$ cat src/hw/rtl/lld_pkg.sv
// Package for the least-loaded dispatcher: payload structs, controller
// state and command types, and fixed constants.
// No dependencies.
package lld_pkg;

   localparam int ACTIVE_W = 5;
   localparam logic [ACTIVE_W-1:0] ACTIVE_RESET = 5'd16;
   localparam int COUNT_W = 16;
   localparam logic [COUNT_W-1:0] COUNT_MAX = 16'hFFFF;
   localparam int OUT_IDX_W = 4;
   localparam int OUT_LOAD_W = 32;

   typedef struct packed {
      logic [15:0] job_weight;
      logic        last_in_batch;
   } req_type;

   typedef struct packed {
      logic [OUT_IDX_W-1:0]  server_index;
      logic [COUNT_W-1:0]    slot_position;
      logic [OUT_LOAD_W-1:0] new_load;
      logic                  batch_end;
   } rsp_type;

   typedef enum logic [1:0] {
      ST_IDLE,
      ST_SEARCH,
      ST_COMMIT
   } ctl_state_type;

   // Commands from the controller to the datapath.
   typedef struct packed {
      logic capture;  // latch the request payload
      logic commit;   // update the winner (or clear the batch) and load the result
   } ctl_cmd_type;

endpackage

$ cat src/hw/rtl/lld_ctrl.sv
// Controller for the least-loaded dispatcher: sequences capture, tree
// settling and commit, and owns the result valid flag.
// Depends on lld_pkg.
module lld_ctrl #(
   parameter int SEARCH_CYCLES = 2
) (
   input  logic                clock,
   input  logic                reset,
   input  logic                req_valid,
   output logic                req_ready,
   output logic                rsp_valid,
   input  logic                rsp_ready,
   output lld_pkg::ctl_cmd_type cmd
);
   import lld_pkg::*;

   localparam int CNT_W = (SEARCH_CYCLES > 1) ? $clog2(SEARCH_CYCLES) : 1;

   ctl_state_type    state_ff, state_in;
   logic [CNT_W-1:0] cnt_ff, cnt_in;
   logic             rsp_valid_ff, rsp_valid_in;
   logic             out_free;

   always_ff @(posedge clock) begin
      if (reset) begin
         state_ff     <= ST_IDLE;
         cnt_ff       <= '0;
         rsp_valid_ff <= 1'b0;
      end else begin
         state_ff     <= state_in;
         cnt_ff       <= cnt_in;
         rsp_valid_ff <= rsp_valid_in;
      end
   end

   always_comb begin
      // The result register can take a new result if it is empty or
      // being drained in this cycle.
      out_free    = !rsp_valid_ff || rsp_ready;
      state_in    = state_ff;
      cnt_in      = cnt_ff;
      req_ready   = 1'b0;
      cmd.capture = 1'b0;
      cmd.commit  = 1'b0;

      case (state_ff)
         ST_IDLE: begin
            req_ready = 1'b1;
            if (req_valid) begin
               cmd.capture = 1'b1;
               cnt_in      = CNT_W'(SEARCH_CYCLES - 1);
               state_in    = (SEARCH_CYCLES == 0) ? ST_COMMIT : ST_SEARCH;
            end
         end
         ST_SEARCH: begin
            if (cnt_ff == '0) begin
               state_in = ST_COMMIT;
            end else begin
               cnt_in = cnt_ff - 1'b1;
            end
         end
         ST_COMMIT: begin
            if (out_free) begin
               cmd.commit = 1'b1;
               req_ready  = 1'b1;
               if (req_valid) begin
                  cmd.capture = 1'b1;
                  cnt_in      = CNT_W'(SEARCH_CYCLES - 1);
                  state_in    = (SEARCH_CYCLES == 0) ? ST_COMMIT : ST_SEARCH;
               end else begin
                  state_in = ST_IDLE;
               end
            end
         end
         default: begin
            state_in = ST_IDLE;
         end
      endcase

      if (cmd.commit) begin
         rsp_valid_in = 1'b1;
      end else if (rsp_ready) begin
         rsp_valid_in = 1'b0;
      end else begin
         rsp_valid_in = rsp_valid_ff;
      end
   end

   assign rsp_valid = rsp_valid_ff;

endmodule

$ cat src/hw/rtl/lld_datapath.sv
// Datapath for the least-loaded dispatcher: load and count registers,
// pipelined argmin tree, saturating update and result register.
// Depends on lld_pkg.
module lld_datapath #(
   parameter int MAX_SERVERS = 16,
   parameter int LOAD_WIDTH  = 32
) (
   input  logic                                clock,
   input  logic                                reset,
   input  lld_pkg::ctl_cmd_type                cmd,
   input  lld_pkg::req_type                    req_payload,
   input  logic                                csr_write,
   input  logic [lld_pkg::ACTIVE_W-1:0]        csr_active_servers,
   output lld_pkg::rsp_type                    rsp_payload
);
   import lld_pkg::*;

   localparam int IDX_W = $clog2(MAX_SERVERS);
   localparam int LVL   = IDX_W;
   localparam int P     = 1 << IDX_W;

   typedef struct packed {
      logic                  ok;
      logic [LOAD_WIDTH-1:0] load;
      logic [COUNT_W-1:0]    count;
      logic [IDX_W-1:0]      idx;
   } node_type;

   logic [ACTIVE_W-1:0]   active_ff;
   logic [LOAD_WIDTH-1:0] load_ff  [MAX_SERVERS];
   logic [COUNT_W-1:0]    count_ff [MAX_SERVERS];
   req_type               job_ff;
   rsp_type               rsp_ff;

   node_type node_val [1:2*P-1];
   node_type cmp_val  [1:P-1];
   node_type node_ff  [1:P-1];

   node_type              win;
   logic [LOAD_WIDTH:0]   sum;
   logic [LOAD_WIDTH-1:0] sat_load;
   logic [COUNT_W-1:0]    next_count;
   logic [IDX_W+OUT_IDX_W-1:0]       idx_ext;
   logic [LOAD_WIDTH+OUT_LOAD_W-1:0] load_ext;

   // Tree levels are counted from the leaves; every second level is registered.
   function automatic logic node_is_reg(input int k);
      int d;
      d = 0;
      for (int b = 1; b <= LVL; b++) begin
         if (k >= (1 << b)) begin
            d = b;
         end
      end
      return ((LVL - d) & 1) == 0;
   endfunction

   always_comb begin
      for (int i = 0; i < P; i++) begin
         if (i < MAX_SERVERS) begin
            node_val[P+i].ok    = (i == 0) || (i < int'(active_ff));
            node_val[P+i].load  = load_ff[i];
            node_val[P+i].count = count_ff[i];
         end else begin
            node_val[P+i].ok    = 1'b0;
            node_val[P+i].load  = '0;
            node_val[P+i].count = '0;
         end
         node_val[P+i].idx = IDX_W'(i);
      end
      // Ties keep the left child, which holds the lower server index.
      for (int k = P - 1; k >= 1; k--) begin
         if (node_val[2*k+1].ok &&
             (!node_val[2*k].ok || node_val[2*k+1].load < node_val[2*k].load)) begin
            cmp_val[k] = node_val[2*k+1];
         end else begin
            cmp_val[k] = node_val[2*k];
         end
         node_val[k] = node_is_reg(k) ? node_ff[k] : cmp_val[k];
      end
   end

   always_ff @(posedge clock) begin
      for (int k = 1; k < P; k++) begin
         node_ff[k] <= cmp_val[k];
      end
   end

   always_comb begin
      win        = node_val[1];
      sum        = {1'b0, win.load} + (LOAD_WIDTH + 1)'(job_ff.job_weight);
      sat_load   = sum[LOAD_WIDTH] ? '1 : sum[LOAD_WIDTH-1:0];
      next_count = (win.count == COUNT_MAX) ? win.count : win.count + 1'b1;
      idx_ext    = {{OUT_IDX_W{1'b0}}, win.idx};
      load_ext   = {{OUT_LOAD_W{1'b0}}, sat_load};
   end

   always_ff @(posedge clock) begin
      if (reset) begin
         active_ff <= ACTIVE_RESET;
         for (int i = 0; i < MAX_SERVERS; i++) begin
            load_ff[i]  <= '0;
            count_ff[i] <= '0;
         end
      end else begin
         if (csr_write) begin
            active_ff <= csr_active_servers;
         end
         if (cmd.commit) begin
            for (int i = 0; i < MAX_SERVERS; i++) begin
               if (job_ff.last_in_batch) begin
                  load_ff[i]  <= '0;
                  count_ff[i] <= '0;
               end else if (IDX_W'(i) == win.idx) begin
                  load_ff[i]  <= sat_load;
                  count_ff[i] <= next_count;
               end
            end
         end
      end
   end

   always_ff @(posedge clock) begin
      if (cmd.capture) begin
         job_ff <= req_payload;
      end
      if (cmd.commit) begin
         rsp_ff.server_index  <= idx_ext[OUT_IDX_W-1:0];
         rsp_ff.slot_position <= win.count;
         rsp_ff.new_load      <= load_ext[OUT_LOAD_W-1:0];
         rsp_ff.batch_end     <= job_ff.last_in_batch;
      end
   end

   assign rsp_payload = rsp_ff;

endmodule

$ cat src/hw/rtl/least_loaded_dispatcher_top.sv
// Top level of the least-loaded dispatcher.
// Depends on lld_pkg, lld_ctrl and lld_datapath.
//
// Usage: each transfer on the req_ channel carries one job weight and a
// last-in-batch flag. The block picks, among the active servers, the one
// with the smallest accumulated load (the lowest index wins on equal
// loads), adds the weight with saturation and returns one result on the
// rsp_ channel: server index, the job's slot in that server's list, new load
// and the batch_end flag. A job flagged last clears all loads and counts
// after it is handled. The csr_ channel writes the active server count;
// writes are always accepted and are meant to happen while the block is idle.
//
// The block takes no new job before the current one commits; the register
// stages of the argmin tree must first settle on the updated loads.
// Reset clears all loads and counts and sets the active count to sixteen.
// If the receiver stalls, the result is held in the output register and the
// next request is still taken; its commit waits until the result is taken.
module least_loaded_dispatcher_top #(
   parameter int MAX_SERVERS = 16,
   parameter int LOAD_WIDTH  = 32
) (
   input  logic                         clock,
   input  logic                         reset,
   input  logic                         req_valid,
   output logic                         req_ready,
   input  lld_pkg::req_type             req_payload,
   output logic                         rsp_valid,
   input  logic                         rsp_ready,
   output lld_pkg::rsp_type             rsp_payload,
   input  logic                         csr_valid,
   output logic                         csr_ready,
   input  logic [lld_pkg::ACTIVE_W-1:0] csr_active_servers
);
   import lld_pkg::*;

   // Number of registered levels in the argmin tree.
   localparam int SEARCH_CYCLES = $clog2(MAX_SERVERS) / 2;

   ctl_cmd_type cmd;
   logic        csr_write;

   // The register write needs no wait state, so the port is always ready.
   assign csr_ready = 1'b1;
   assign csr_write = csr_valid && csr_ready;

   lld_ctrl #(
      .SEARCH_CYCLES(SEARCH_CYCLES)
   ) u_ctrl (
      .clock    (clock),
      .reset    (reset),
      .req_valid(req_valid),
      .req_ready(req_ready),
      .rsp_valid(rsp_valid),
      .rsp_ready(rsp_ready),
      .cmd      (cmd)
   );

   lld_datapath #(
      .MAX_SERVERS(MAX_SERVERS),
      .LOAD_WIDTH (LOAD_WIDTH)
   ) u_datapath (
      .clock             (clock),
      .reset             (reset),
      .cmd               (cmd),
      .req_payload       (req_payload),
      .csr_write         (csr_write),
      .csr_active_servers(csr_active_servers),
      .rsp_payload       (rsp_payload)
   );

endmodule
$ cat config.mk
export PLATFORM = sky130hd
export DESIGN_NAME = least_loaded_dispatcher_top
export DESIGN_NICKNAME = d
export VERILOG_FILES = /design/src/hw/rtl/lld_pkg.sv /design/src/hw/rtl/lld_ctrl.sv /design/src/hw/rtl/lld_datapath.sv /design/src/hw/rtl/least_loaded_dispatcher_top.sv
export SDC_FILE = /design/constraint.sdc
export NUM_CORES = 2
export LEC_CHECK = 0
export BUFFER_PORTS_ARGS = -buffer_cell sky130_fd_sc_hd__buf_2
export CAP_MARGIN = 30
export CORE_ASPECT_RATIO = 2
export CORE_MARGIN = 3
export CORE_UTILIZATION = 55
export DETAILED_ROUTE_END_ITERATION = 10
export GPL_ROUTABILITY_DRIVEN = 0
export PLACE_DENSITY = 0.71
export RECOVER_POWER = 25
export SLEW_MARGIN = 0
export SYNTH_ARGS = -nofsm -noshare
export SYNTH_HDL_FRONTEND = slang
export SYNTH_SLANG_ARGS = --single-unit
$ cat constraint.sdc
create_clock -name clock -period 13.2 [get_ports clock]
set_clock_uncertainty 0.1 [all_clocks]
set_input_delay 0.66 -clock clock [delete_from_list [all_inputs] [get_ports clock]]
set_output_delay 0.66 -clock clock [all_outputs]
set_load 0.03 [all_outputs]
==> run_results.csv <==
group,metric,value,unit
floorplanning,fp.dieW,232,um
sta,slew_headroom,-159,%
floorplanning,io_pins,83,
sta,worst_slew_pin_slew,3880,ps
layout,area_delta_synth_final,10.2,%
yosys,postSynthAreaPerCell,10.9,um^2
floorplanning,die-area,106000,um^2
worst_setup_path,r2r_start,"u_datapath.load_ff[0][43]",
hold_path,min_path_type,"in -> reg",
sta,fin_setup_tns,0,ps
hold_path,hp-start,"req_payload[4]",
layout,drive_above_1_share,7.53,%
cts,h-tree-depth,3,
global_route,gr-total-overflow,0,
worst_setup_path,critPathArrivalTime,7690,ps
worst_setup_path,worstSetupStartpointType,"flop",
drt,drc,0,
global_route,met2_usage,51.6,%
layout,final_common_cell,"nor2_1",
worst_setup_path,crit_fanout,34,
layout,final_core_util,61.2,%
yosys,ys_types,73,
floorplanning,start_util,55.5,%
drt,ant_nets,0,
cts,post_cts_resized,0,
cts,clock_path_buffers,3,
sta,holdWs,50.5,ps
worst_setup_path,r2r_slack,6010,ps
status,violations,"max-capacitance violations, max-slew violations",
yosys,synth_cells,5172,
yosys,synth_area,56300,um^2
yosys,synthArstFlopShare,0,%
worst_setup_path,startpoint,"u_datapath.load_ff[0][43]",
cts,cts_root_buffer,"clkbuf_16",
power_and_ir_drop,power.density,184,nW/um^2
drt,drtIter0Drc,3152,
yosys,synth_flop_cell,"edfxtp_1",
cts,clkSlewWorstSetupHoldPaths,70,ps
floorplanning,coreArea,101000,um^2
yosys,synth_seq_cells,1103,
global_route,gr-usage-met3,3.70,%
global_route,busiest_layer,"met2",
power_and_ir_drop,ir_drop,165,uV
global_route,use_met1,30.8,%
power_and_ir_drop,p_leak,26.6,nW
layout,layout.nets,5710,
sta,fin_crit_sh,54.5,%
drt,finalWirelength,152000,um
sta,setup-violations-final,0,
global_route,grt_use_total,28.5,%
global_route,grt_max_degree,81,
status,outcome,"finished, violations left",
floorplanning,num_rows,165,
sta,max_freq,0.139,GHz
sta,fin_crit,7190,ps
yosys,synth.yosys.seq_area_share,54.1,%
global_route,grt_first_pass_wirelength,228000,um
worst_setup_path,worstPathRequired,13700,ps
place,dp_hpwl,109000,um
place,place.port_buffers,81,
worst_setup_path,endpoint_kind,"flop",
global_route,antenna_found_initial,1,
drt,wl_per_cell,23.0,um
cts,cts.sinks,1103,
cts,cts_tree,"built",
flow_run,cap_violations,23,
cts,clock_latency,720,ps
sta,final_max_slew_viol_count,1070,
yosys,synth_edf_count,838,
worst_setup_path,worstSetupPathType,"reg -> reg",
drt,viasPerCell,5.97,
drt,dr.pass1.iters,5,
sta,hold_violations,0,
yosys,yosysWarnings,0,
drt,num_vias,39600,
layout,final_cell_mix,"nor2_1, edfxtp_1, inv_1, ha_1, mux2i_1",
cts,cts_buffers,96,
floorplanning,die_h,458,um
sta,grt_setup_unrepaired,"false",
global_route,grt_pass1_vias,40400,
## routing by layer
metal | routed length (um) | up-vias | part of all wire, %
li1 | - | 18300 | -
met1 | 53900 | 19400 | 35
met2 | 79300 | 1306 | 52
met3 | 7870 | 497 | 5.2
met4 | 10900 | 0 | 7.2
met5 | 0 | - | 0
## power by group
part,switching [mW],internal (mW)
Clock,1.33,1.80
Combinational,2.57,1.27
Sequential,0.296,4.17
## synthesized netlist by cell type, types with 36 or more instances
cell type / number / area share, %
inv_1: 498 / 3.3
nand3_1: 63 / 0.56
a22oi_1: 36 / 0.48
nand2_1: 188 / 1.3
a21oi_1: 312 / 2.8
edfxtp_1: 838 / 45
dfxtp_1: 265 / 9.4
nor3_1: 46 / 0.41
nor2_1: 976 / 6.5
clkbuf_1: 206 / 1.4
mux2i_1: 476 / 8.5
nor2b_1: 59 / 0.66
o21ai_0: 129 / 1.1
buf_2: 42 / 0.37
a211oi_1: 51 / 0.68
a21o_1: 50 / 0.67
nand4_1: 70 / 0.78
ha_1: 482 / 11
mux2_2: 52 / 1.0
## logic make-up after synthesis
logic type	synth area share, %
and+or+nand+nor	11.3
DFF	54.1
AOI/OAI and AO/OA	8.67
buffers and inverters	5.22
muxes	9.51
adders and majority gates	10.8
xor gates and xnor gates	0.389
other	0.00666
## per-stage QoR
step	area [um^2]	cells	total power [mW]	worst slack, ps
floorplan	56300	5173	6.82	7320
global placement	58400	6417	8.15	5170
detailed placement	58600	6427	8.30	5990
CTS	62100	6616	11.4	5970
global route	62000	6621	11.9	5690
finish	62000	6621	11.4	6010
## timing repair
action	CTS	global route
endpoints found under the hold margin	7	0
hold buffers	7	0
buffers inserted	0	0
## worst max-delay path: stages, from the launching register on
cell and delay, ps:
edfxtp_1 410, ha_1 310, nand2_1 60, o21ai_0 640, a2111oi_1 130, clkdlybuf4s15_2 290, a21oi_1 290, o21ai_1 170
nand3_4 510, buf_4 510, mux2i_1 420, ha_1 320, a2111oi_0 360, o21ai_0 160, a31o_2 260, a21oi_1 180
a21oi_1 90, or2_2 320, o41ai_4 60, buf_4 340, buf_4 620, mux2_2 410
## sequential cells by signal, indices dropped and copies added, names as in the netlist, 2 cells and up
signal / flops
u_datapath.node_ff: 256
u_ctrl.state_ff: 2
u_datapath.job_ff: 17
u_datapath.count_ff: 256
u_datapath.load_ff: 512
u_datapath.active_ff: 5
u_datapath.rsp_payload: 53
## path summary, 6_finish.rpt
check,cells after the start,to
setup reg to reg,21,u_datapath.node_ff[0][212]
setup / recovery,21,u_datapath.node_ff[0][212]
hold reg to reg,2,u_ctrl.rsp_valid
hold / removal,1,u_datapath.job_ff[4]
## layout make-up
type	count	area [um^2]
Tap cell	1336	1670
Sequential cell	1103	30500
Inverter	499	1880
Multi-Input combinational cell	3305	23300
Fill cell	8112	39400
Timing Repair Buffer	195	1210
Antenna cell	1	2.50
Clock inverter	53	778
Clock buffer	129	2720
Note: power is estimated with default switching activity, not from simulation.
